File: src/sv/v3alu_pkg.sv
// ---------------------------------------------------------------------------
// v3alu_pkg
// Opcodes, status codes and the saturation helper shared by the vector unit.
// ---------------------------------------------------------------------------
package v3alu_pkg;

    localparam logic [3:0] OP_ADD   = 4'd0;
    localparam logic [3:0] OP_SUB   = 4'd1;
    localparam logic [3:0] OP_NEG   = 4'd2;
    localparam logic [3:0] OP_SCALE = 4'd3;
    localparam logic [3:0] OP_DIV   = 4'd4;
    localparam logic [3:0] OP_DOT   = 4'd5;
    localparam logic [3:0] OP_CROSS = 4'd6;
    localparam logic [3:0] OP_LEN   = 4'd7;
    localparam logic [3:0] OP_NORM  = 4'd8;

    localparam logic [1:0] ST_OK  = 2'd0;
    localparam logic [1:0] ST_DZ  = 2'd1;
    localparam logic [1:0] ST_SAT = 2'd2;

    localparam logic signed [31:0] S32_MAX = 32'sh7fffffff;
    localparam logic signed [31:0] S32_MIN = 32'sh80000000;

    typedef struct packed {
        logic               ovf;
        logic signed [31:0] val;
    } t_sat;

    function automatic t_sat f_sat(input logic signed [65:0] v);
        t_sat s;
        s.ovf = 1'b0;
        s.val = v[31:0];
        if (v > 66'(S32_MAX)) begin
            s.ovf = 1'b1;
            s.val = S32_MAX;
        end else if (v < 66'(S32_MIN)) begin
            s.ovf = 1'b1;
            s.val = S32_MIN;
        end
        return s;
    endfunction

endpackage

File: src/sv/v3alu_merge.sv
// ---------------------------------------------------------------------------
// v3alu_merge
// Combines the three lanes: saturated dot product and sum of squares.
// ---------------------------------------------------------------------------
module v3alu_merge (
    input  logic                  i_clk,
    input  logic                  i_en,
    input  logic signed [63:0]    i_fa [3],
    input  logic [63:0]           i_sq [3],
    output v3alu_pkg::t_sat       o_dot,
    output logic [63:0]           o_sumsq
);

    logic signed [65:0] dot;
    v3alu_pkg::t_sat    r_dot;
    logic [63:0]        r_sumsq;

    assign dot = 66'(i_fa[0]) + 66'(i_fa[1]) + 66'(i_fa[2]);

    always_ff @(posedge i_clk) begin
        if (i_en) begin
            r_dot   <= v3alu_pkg::f_sat(dot);
            // three squares of 32-bit values cannot reach 2^64
            r_sumsq <= i_sq[0] + i_sq[1] + i_sq[2];
        end
    end

    assign o_dot   = r_dot;
    assign o_sumsq = r_sumsq;

endmodule

File: config.mk
export PLATFORM = sky130hd
export DESIGN_NAME = v3alu_merge
export DESIGN_NICKNAME = d
export VERILOG_FILES = /design/src/sv/v3alu_pkg.sv /design/src/sv/v3alu_merge.sv
export SDC_FILE = /design/constraint.sdc
export NUM_CORES = 1
export LEC_CHECK = 0
export ABC_AREA = 0
export BUFFER_PORTS_ARGS = -buffer_cell sky130_fd_sc_hd__buf_4
export CAP_MARGIN = 0
export CORE_AREA = 8 8 239 184
export DETAILED_ROUTE_END_ITERATION = 7
export DIE_AREA = 0 0 247 192
export GPL_ROUTABILITY_DRIVEN = 0
export HOLD_SLACK_MARGIN = 0.03
export PLACE_DENSITY = 0.69
export SETUP_SLACK_MARGIN = 0.05
export SYNTH_ARGS = -nofsm -noshare
export SYNTH_HDL_FRONTEND = slang
export SYNTH_SLANG_ARGS = --single-unit
File: constraint.sdc
create_clock -name i_clk -period 5.9 [get_ports i_clk]
set_input_delay 0.885 -clock i_clk [delete_from_list [all_inputs] [get_ports i_clk]]
set_output_delay 0.885 -clock i_clk [all_outputs]
set_load 0.05 [all_outputs]
==> results of run 1 <==
-- area by class of cell --
type	instances	area, um^2
Clock buffer	9	225
Clock inverter	7	85.1
Fill cell	3753	21800
Inverter	44	165
Multi-Input combinational cell	1264	10500
Sequential cell	97	2910
Tap cell	528	661
Timing Repair Buffer	499	3800
-- synth_stat cells (13+ instances only) --
library cell	n
and3_1	15
inv_1	44
xnor2_1	61
xor2_1	46
nand2b_1	20
nor2b_1	25
a21oi_1	134
nor4_1	16
nor3_1	23
fa_1	129
clkbuf_1	34
edfxtp_1	97
ha_1	126
nand3_1	35
o21a_1	22
o22ai_1	33
nor2_1	83
o21bai_1	27
nand2_1	101
o21ai_0	74
a21o_1	74
a211oi_1	13
nand4_1	38
o211ai_1	14
-- layout by cell type, fill, tap and decap left out, types with 11 or more instances in the layout --
master | Yosys | layout
nand4_1 | 38 | 38
a21oi_1 | 134 | 134
o21ai_0 | 74 | 74
nand2b_1 | 20 | 20
nand3_1 | 35 | 35
nand2_1 | 101 | 101
o211ai_1 | 14 | 14
nor4_1 | 16 | 16
buf_4 | 2 | 495
inv_1 | 44 | 44
o21a_1 | 22 | 22
xor2_1 | 46 | 46
nor2b_1 | 25 | 25
nor2_1 | 83 | 82
a31oi_1 | 11 | 11
o21bai_1 | 27 | 27
nor3_1 | 23 | 23
and3_1 | 15 | 15
a21o_1 | 74 | 74
ha_1 | 126 | 126
a211oi_1 | 13 | 13
fa_1 | 129 | 129
xnor2_1 | 61 | 61
edfxtp_1 | 97 | 97
o22ai_1 | 33 | 33
-- per-layer routing --
layer / up-vias / track usage / part of all wire / routed length [um]
li1: 6392 / - / - / -
met1: 6408 / 0.290 / 0.45 / 23100
met2: 592 / 0.313 / 0.45 / 23400
met3: 70 / 0.0386 / 0.073 / 3780
met4: 0 / 0.0545 / 0.024 / 1250
met5: - / 0 / 0 / 0
-- path summary, 6_finish.rpt --
| kind | slack [ps] | depth (start not counted) | to | from |
|---|---|---|---|---|
| max | 340 | 18 | o_dot[1] | i_fa[1] |
| min | 1040 | 4 | o_sumsq[0] | i_sq[128] |
-- through the flow --
stage	hold WS (ps)	worst slack, ps
after CTS	1010	429
after floorplan	997	933
after global placement	1370	217
after global routing	1050	173
after detailed placement	1380	59.5
final	1040	335
-- registers in the layout, summed over array words and instances, names as in the netlist --
| register | flops |
|---|---|
| o_sumsq | 64 |
| o_dot | 33 |
-- cell families (layout without fill, tap and decap cells) --
family                     Yosys count  count (layout)  share of synthesized area
xor gates and xnor gates           107             107                     0.0676
buffers and inverters              102             559                     0.0339
adders and majority gates          255             255                      0.300
DFF                                 97              97                      0.210
and+or+nand+nor                    404             404                      0.148
AOI/OAI and AO/OA                  491             491                      0.235
muxes                                7               7                    0.00532
-- power groups by stage --
stage	logic, mW	registers, mW	clock network (mW)
after floorplan	1.96	1.85	0
after global placement	3.90	1.16	0
after detailed placement	3.95	1.15	0
after CTS	3.97	1.14	0.662
after global routing	4.29	1.16	0.689
final	3.99	1.15	0.645
==> impl_metrics.json, run 1 <==
{
  "status": "finished clean",
  "power.density_mw_per_mm2": 315,
  "cp-start-kind": "input pin",
  "cts_root_buffer": "clkbuf_16",
  "max-clock-path-buffers": 2,
  "post_drt_wl_per_cell_um": 21.1,
  "rsz0062_at_grt": "no",
  "postCtsSetupBuffers": 0,
  "swShare": 0.493,
  "crit_path_frequent_cell": "fa_1",
  "slowest_delay_ps": 650,
  "cts-buffers-inserted": 9,
  "irDropWorstVdd_v": 0.000234,
  "crit_buf_inv": 3,
  "start_util": 0.346,
  "track_usage": 0.204,
  "syn_to_final_growth_pct": 32.2,
  "core_mm2": 0.0401,
  "crit_chain": "buf_4 > fa_1 > ha_1 > inv_1 > fa_1 > nand2b_1 > a211oi_1 > o21a_2 > o21ai_4 > a311oi_1 > a21oi_1 > xor2_1 > nor3b_1 > nand4b_1 > or4_4 > nor2_4 > buf_12 > o21ai_0",
  "pwr-share-clk": 0.112,
  "p_switching_mw": 2.85,
  "path_class": "input pin to register",
  "place_hpwl_um": 44900,
  "critPathRequiredTime_ps": 6000,
  "htree_levels": 3,
  "cp_top_family": "compound AO/OA/AOI/OAI gates",
  "syn-cell-area_mm2": 0.0139,
  "synth.ff_latch_count": 97,
  "rows": 64,
  "ys_types": 85,
  "fp.dieW_um": 247,
  "report.power.total_mw": 5.78,
  "ant_nets": 0,
  "drt_first_pass_iters": 8,
  "vias_per_cell": 5.50,
  "dp.cells": 2432,
  "io_buffers": 482,
  "max_freq_ghz": 0.180,
  "synth-main-ff-cell": "edfxtp_1",
  "fin_util": 0.457,
  "synth_cells": 1463,
  "finalSetupTns_ps": 0,
  "ys_seq_area_frac": 0.210,
  "ys_async_sr_fraction": 0,
  "die-area_mm2": 0.0474,
  "crit_slowest_cell": "a311oi_1",
  "ctsHoldBuffers": 0,
  "grt_start_max_net_pins": 50,
  "num_vias": 13500,
  "drive_gt1_frac": 0.285,
  "cts_tree": "built",
  "worst_hold_path_type": "input pin to register",
  "grt_pass1_vias": 13400,
  "worstPathMaxFanout": 32,
  "timing.final.crit_share": 0.943,
  "drtIter0Drc": 1059,
  "drv_cap": 0,
  "slew_violations": 0,
  "fin_area_mm2": 0.0183,
  "antenna_found_initial": 0,
  "leakagePower_nw": 8.06,
  "io_pins": 483,
  "yosys_warnings": 0,
  "fin_nets": 2556,
  "hold_violations": 0,
  "diodes": 0,
  "yosys.area.top_type": "edfxtp_1",
  "drc": 0,
  "grt.overflow.total": 0,
  "worstMarginPinSlew_ps": 846,
  "cp-end-kind": "register",
  "synth-edff-count": 97,
  "p_seq_frac": 0.198,
  "cp.arrival_ps": 5660,
  "p_int_mw": 2.93,
  "dieHeight_um": 192,
  "cts_resized": 0,
  "synth_top_area_frac": 0.210,
  "path_clk_slew_ps": 70,
  "ys_top_cells_by_area": "edfxtp_1 21%, fa_1 19%, ha_1 11%",
  "syn_avg_cell_area_um2": 9.48,
  "grt_pass1_wl_um": 75600,
  "final_cells": 2448,
  "place_area_mm2": 0.0180,
  "clock-sinks": 97,
  "setup_viol": 0,
  "layout_min_cycle_time_ps": 5560,
  "relSlewSlack": 0.432,
  "finalWirelength_um": 51600,
  "synth_fp_nets": 2104,
  "p_comb_frac": 0.690
}
Note: power is estimated with default switching activity, not from simulation.
==> inputs of run 2 (changes only) <==
Settings changed: CORE_AREA 8 8 239 184 to 4 4 235 180, DIE_AREA 0 0 247 192 to 0 0 239 184.
==> impl_metrics.json, run 2 (synthesis gave the netlist of run 1 again) <==
{
  "hold_end": "o_sumsq[1]",
  "core_mm2": 0.0401,
  "rsz0062_at_grt": "no",
  "place_area_mm2": 0.0180,
  "setup_viol": 0,
  "place_hpwl_um": 43100,
  "worstHoldStart": "i_sq[129]",
  "syn_to_final_growth_pct": 32.0,
  "cts_root_buffer": "clkbuf_16",
  "finalWirelength_um": 50000,
  "start_util": 0.346,
  "track_usage": 0.212,
  "mostFrequentLayoutCell": "buf_4",
  "drv_cap": 0,
  "num_vias": 13500,
  "diodes": 0,
  "leakagePower_nw": 8.04,
  "largest_reg_flops": 64,
  "power.density_mw_per_mm2": 316,
  "ant_nets": 0,
  "slowest_delay_ps": 600,
  "crit_slowest_cell": "or4_4",
  "fp.dieW_um": 239,
  "cp-end-kind": "register",
  "antenna_found_initial": 0,
  "vias_per_cell": 5.53,
  "htree_levels": 3,
  "fillers": 3909,
  "path_clk_slew_ps": 70,
  "timing.final.crit_share": 0.921,
  "crit_chain": "buf_4 > fa_1 > ha_1 > buf_4 > a21o_1 > or3_1 > o21a_2 > o211ai_1 > nand4_1 > o21bai_1 > xor2_1 > and3_1 > nand4_1 > or4_4 > nor2_4 > buf_12 > o22ai_1",
  "worstMarginPinSlew_ps": 905,
  "report.power.total_mw": 5.79,
  "grt.overflow.total": 0,
  "grt_pass1_wl_um": 73700,
  "layout_min_cycle_time_ps": 5430,
  "drive_gt1_frac": 0.285,
  "die-area_mm2": 0.0440,
  "slew_violations": 0,
  "rows": 64,
  "cp.arrival_ps": 5530,
  "cts_tree": "built",
  "path_class": "input pin to register",
  "relSlewSlack": 0.392,
  "dieHeight_um": 184,
  "fin_area_mm2": 0.0183,
  "finalSetupTns_ps": 0,
  "p_switching_mw": 2.84,
  "final_cell_mix": "491 x buf_4, 134 x a21oi_1, 129 x fa_1",
  "post_drt_wl_per_cell_um": 20.5,
  "drt_first_pass_iters": 6,
  "irDropWorstVdd_v": 0.000203,
  "drc": 0,
  "max-clock-path-buffers": 2,
  "max_freq_ghz": 0.184,
  "worstPathMaxFanout": 32,
  "p_int_mw": 2.96,
  "critPathRequiredTime_ps": 6000,
  "worst_hold_path_type": "input pin to register",
  "hold_violations": 0,
  "io_buffers": 482,
  "grt_pass1_vias": 13300,
  "drtIter0Drc": 1036,
  "swShare": 0.490,
  "p_comb_frac": 0.683,
  "clock-sinks": 97,
  "holdPathStages": 3,
  "pwr-share-clk": 0.118,
  "io_pins": 483,
  "status": "finished clean",
  "postCtsSetupBuffers": 0,
  "grt_start_max_net_pins": 59,
  "cp-start-kind": "input pin",
  "p_seq_frac": 0.199,
  "cts-buffers-inserted": 9,
  "fin_nets": 2551
}
run 2: routing by layer:
layer | part of all wire | GRT usage | routed length [um]
met5 | 0 | 0 | 0
met4 | 0.027 | 0.0556 | 1370
met3 | 0.078 | 0.0349 | 3910
met2 | 0.46 | 0.334 | 22900
met1 | 0.44 | 0.305 | 21700
run 2: critical path: cells and delay by family:
family,cells,cell delay (ps)
AND/OR/NAND/NOR,6,1730
AO/OA/AOI/OAI,5,1260
adder cells (fa/ha/maj),2,860
buffers and inverters,3,480
XOR/XNOR,1,280
run 2: worst max-delay path by stage:
stage / end / cells after the start / startpoint
4_1_cts: o_dot[29] / 18 / i_fa[1]
3_3_place_gp: o_dot[11] / 18 / i_fa[1]
6_report: o_dot[11] / 17 / i_fa[6]
2_1_floorplan: o_dot[11] / 15 / i_fa[6]
5_1_grt: o_sumsq[61] / 18 / i_sq[1]
3_5_place_dp: o_dot[11] / 18 / i_fa[1]
run 2: layout make-up:
| class | count | area [um^2] | share of cell area |
|---|---|---|---|
| Inverter | 44 | 165 | 0.00902 |
| Multi-Input combinational cell | 1264 | 10500 | 0.573 |
| Sequential cell | 97 | 2910 | 0.159 |
| Clock buffer | 9 | 225 | 0.0123 |
| Timing Repair Buffer | 494 | 3750 | 0.205 |
| Clock inverter | 6 | 108 | 0.00588 |
| Tap cell | 528 | 661 | 0.0361 |
run 2: what timing repair did:
action                                  in CTS  in global routing
endpoints found under the setup margin       0                 17
resized for setup                            0                  1
hold buffers                                 0                  0
run 2: per-stage QoR:
| step | setup slack [ps] | hold WS [ps] | cells | utilization |
|---|---|---|---|---|
| floorplan | 933 | 997 | 1463 | - |
| global placement | 80.5 | 1370 | 2427 | 0.448 |
| detailed placement | 62.8 | 1380 | 2427 | 0.448 |
| CTS | 432 | 1010 | 2442 | 0.456 |
| global route | 159 | 1030 | 2442 | 0.456 |
| finish | 466 | 1010 | 2442 | 0.456 |
run 2: power groups by stage:
stage	Clock [mW]	Sequential (mW)	Combinational, mW
after floorplan	0	1.85	1.96
after global placement	0	1.17	3.85
after detailed placement	0	1.16	3.90
after CTS	0.694	1.16	3.92
after global routing	0.727	1.17	4.25
final	0.684	1.15	3.96
==> inputs of run 3 (changes only) <==
Settings changed: CTS_BUF_LIST set to sky130_fd_sc_hd__clkbuf_8, HOLD_SLACK_MARGIN 0.03 to 0.12, PLACE_DENSITY 0.69 to unset.
==> impl_metrics.json, run 3 (synthesis gave the netlist of run 1 again) <==
{
  "cts_root_buffer": "clkbuf_8",
  "grt_start_max_net_pins": 53,
  "holdWs_ps": 946,
  "die-area_mm2": 0.0440,
  "largest_reg_flops": 64,
  "fp.dieW_um": 239,
  "post_drt_wl_per_cell_um": 19.8,
  "start_util": 0.346,
  "rows": 64,
  "num_vias": 13500,
  "diodes": 0,
  "io_buffers": 482,
  "layout_min_cycle_time_ps": 5440,
  "relSlewSlack": 0.273,
  "clock-sinks": 97,
  "crit_start": "i_fa[1]",
  "cts_resized": 0,
  "drv_cap": 0,
  "drt_first_pass_iters": 6,
  "final_cell_mix": "504 x buf_4, 134 x a21oi_1, 129 x fa_1",
  "cp-start-kind": "input pin",
  "endpoint": "o_dot[29]",
  "cts-buffers-inserted": 9,
  "timing.final.crit_share": 0.922,
  "core_mm2": 0.0401,
  "path_class": "input pin to register",
  "dp.cells": 2438,
  "grt_pass1_vias": 13100,
  "vias_per_cell": 5.49,
  "irDropWorstVdd_v": 0.000171,
  "hold_violations": 0,
  "worstMarginPinSlew_ps": 1080,
  "htree_levels": 3,
  "mostFrequentLayoutCell": "buf_4",
  "max-clock-path-buffers": 2,
  "critPathRequiredTime_ps": 6170,
  "leakagePower_nw": 8.03,
  "grt.overflow.total": 0,
  "finalWirelength_um": 48700,
  "io_pins": 483,
  "drtIter0Drc": 1173,
  "path_clk_slew_ps": 120,
  "final_cells": 2454,
  "ctsHoldBuffers": 0,
  "ant_nets": 0,
  "track_usage": 0.208,
  "drive_gt1_frac": 0.289,
  "status": "finished clean",
  "max_freq_ghz": 0.184,
  "setup_viol": 0,
  "antenna_found_initial": 0,
  "postCtsSetupBuffers": 0,
  "slew_violations": 0,
  "place_hpwl_um": 42300,
  "syn_to_final_growth_pct": 31.5,
  "fillers": 3863,
  "grt_pass1_wl_um": 72700,
  "cp.arrival_ps": 5710,
  "rsz0062_at_grt": "no",
  "worst_hold_path_type": "input pin to register",
  "cts_tree": "built",
  "fin_nets": 2562,
  "finalSetupTns_ps": 0,
  "worstPathMaxFanout": 14,
  "drc": 0,
  "cp-end-kind": "register",
  "dieHeight_um": 184,
  "power.density_mw_per_mm2": 306
}
-- run 3: changes by cell type in the layout (fill, tap and decap cells not counted), sizes merged --
cell | before | now
buf | 494 | 505
bufinv | 3 | 1
inv | 44 | 47
-- run 3: per-stage QoR --
stage / cell area [um^2] / util / power, mW / setup slack [ps]
after detailed placement: 18000 / 0.449 / 5.08 / 105
after global routing: 18200 / 0.455 / 5.96 / 208
final: 18200 / 0.455 / 5.59 / 459
after global placement: 18000 / 0.449 / 5.05 / 217
after floorplan: 13900 / - / 3.81 / 933
after CTS: 18200 / 0.455 / 5.60 / 546
-- run 3: power breakdown --
group,internal (mW),switching [mW]
clock,0.206,0.291
combinational,1.48,2.48
sequential,1.06,0.0700
-- run 3: worst min path at each step --
stage	to	cells after the start	slack, ps	from
3_5_place_dp	o_sumsq[22]	1	1370	o_sumsq[22]
5_1_grt	o_sumsq[1]	3	950	i_sq[129]
3_3_place_gp	o_sumsq[2]	1	1370	o_sumsq[2]
4_1_cts	o_sumsq[1]	3	920	i_sq[129]
2_1_floorplan	o_dot[0]	0	1000	i_en
6_report	o_sumsq[1]	3	950	i_sq[129]
-- run 3: critical path: stages --
cell and delay (ps):
buf_4 110, fa_1 530, ha_1 260, inv_1 80
fa_1 400, nand2b_1 170, a211oi_1 290, o21a_2 280
o21ai_4 120, a311oi_1 640, a21oi_1 170, xor2_1 190
nor4_1 320, nand4_1 210, nor4_2 490, nor2_2 140
buf_4 220, o22ai_1 160
-- run 3: routing by layer --
metal / vias up / global-route usage / wire length (um) / share of wire
li1: 6406 / - / - / -
met1: 6442 / 0.299 / 21900 / 0.45
met2: 565 / 0.326 / 22000 / 0.45
met3: 52 / 0.0372 / 3690 / 0.076
met4: 0 / 0.0489 / 1080 / 0.022
met5: - / 0 / 0 / 0
-- run 3: cell type report --
cell class / instances / area (um^2) / area share
sequential: 97 / 2910 / 0.160
tap: 528 / 661 / 0.0362
clock inverter: 7 / 88.8 / 0.00487
clock buffer: 9 / 124 / 0.00679
timing repair buffer: 505 / 3800 / 0.208
multi-input combinational: 1264 / 10500 / 0.575
inverter: 44 / 165 / 0.00905
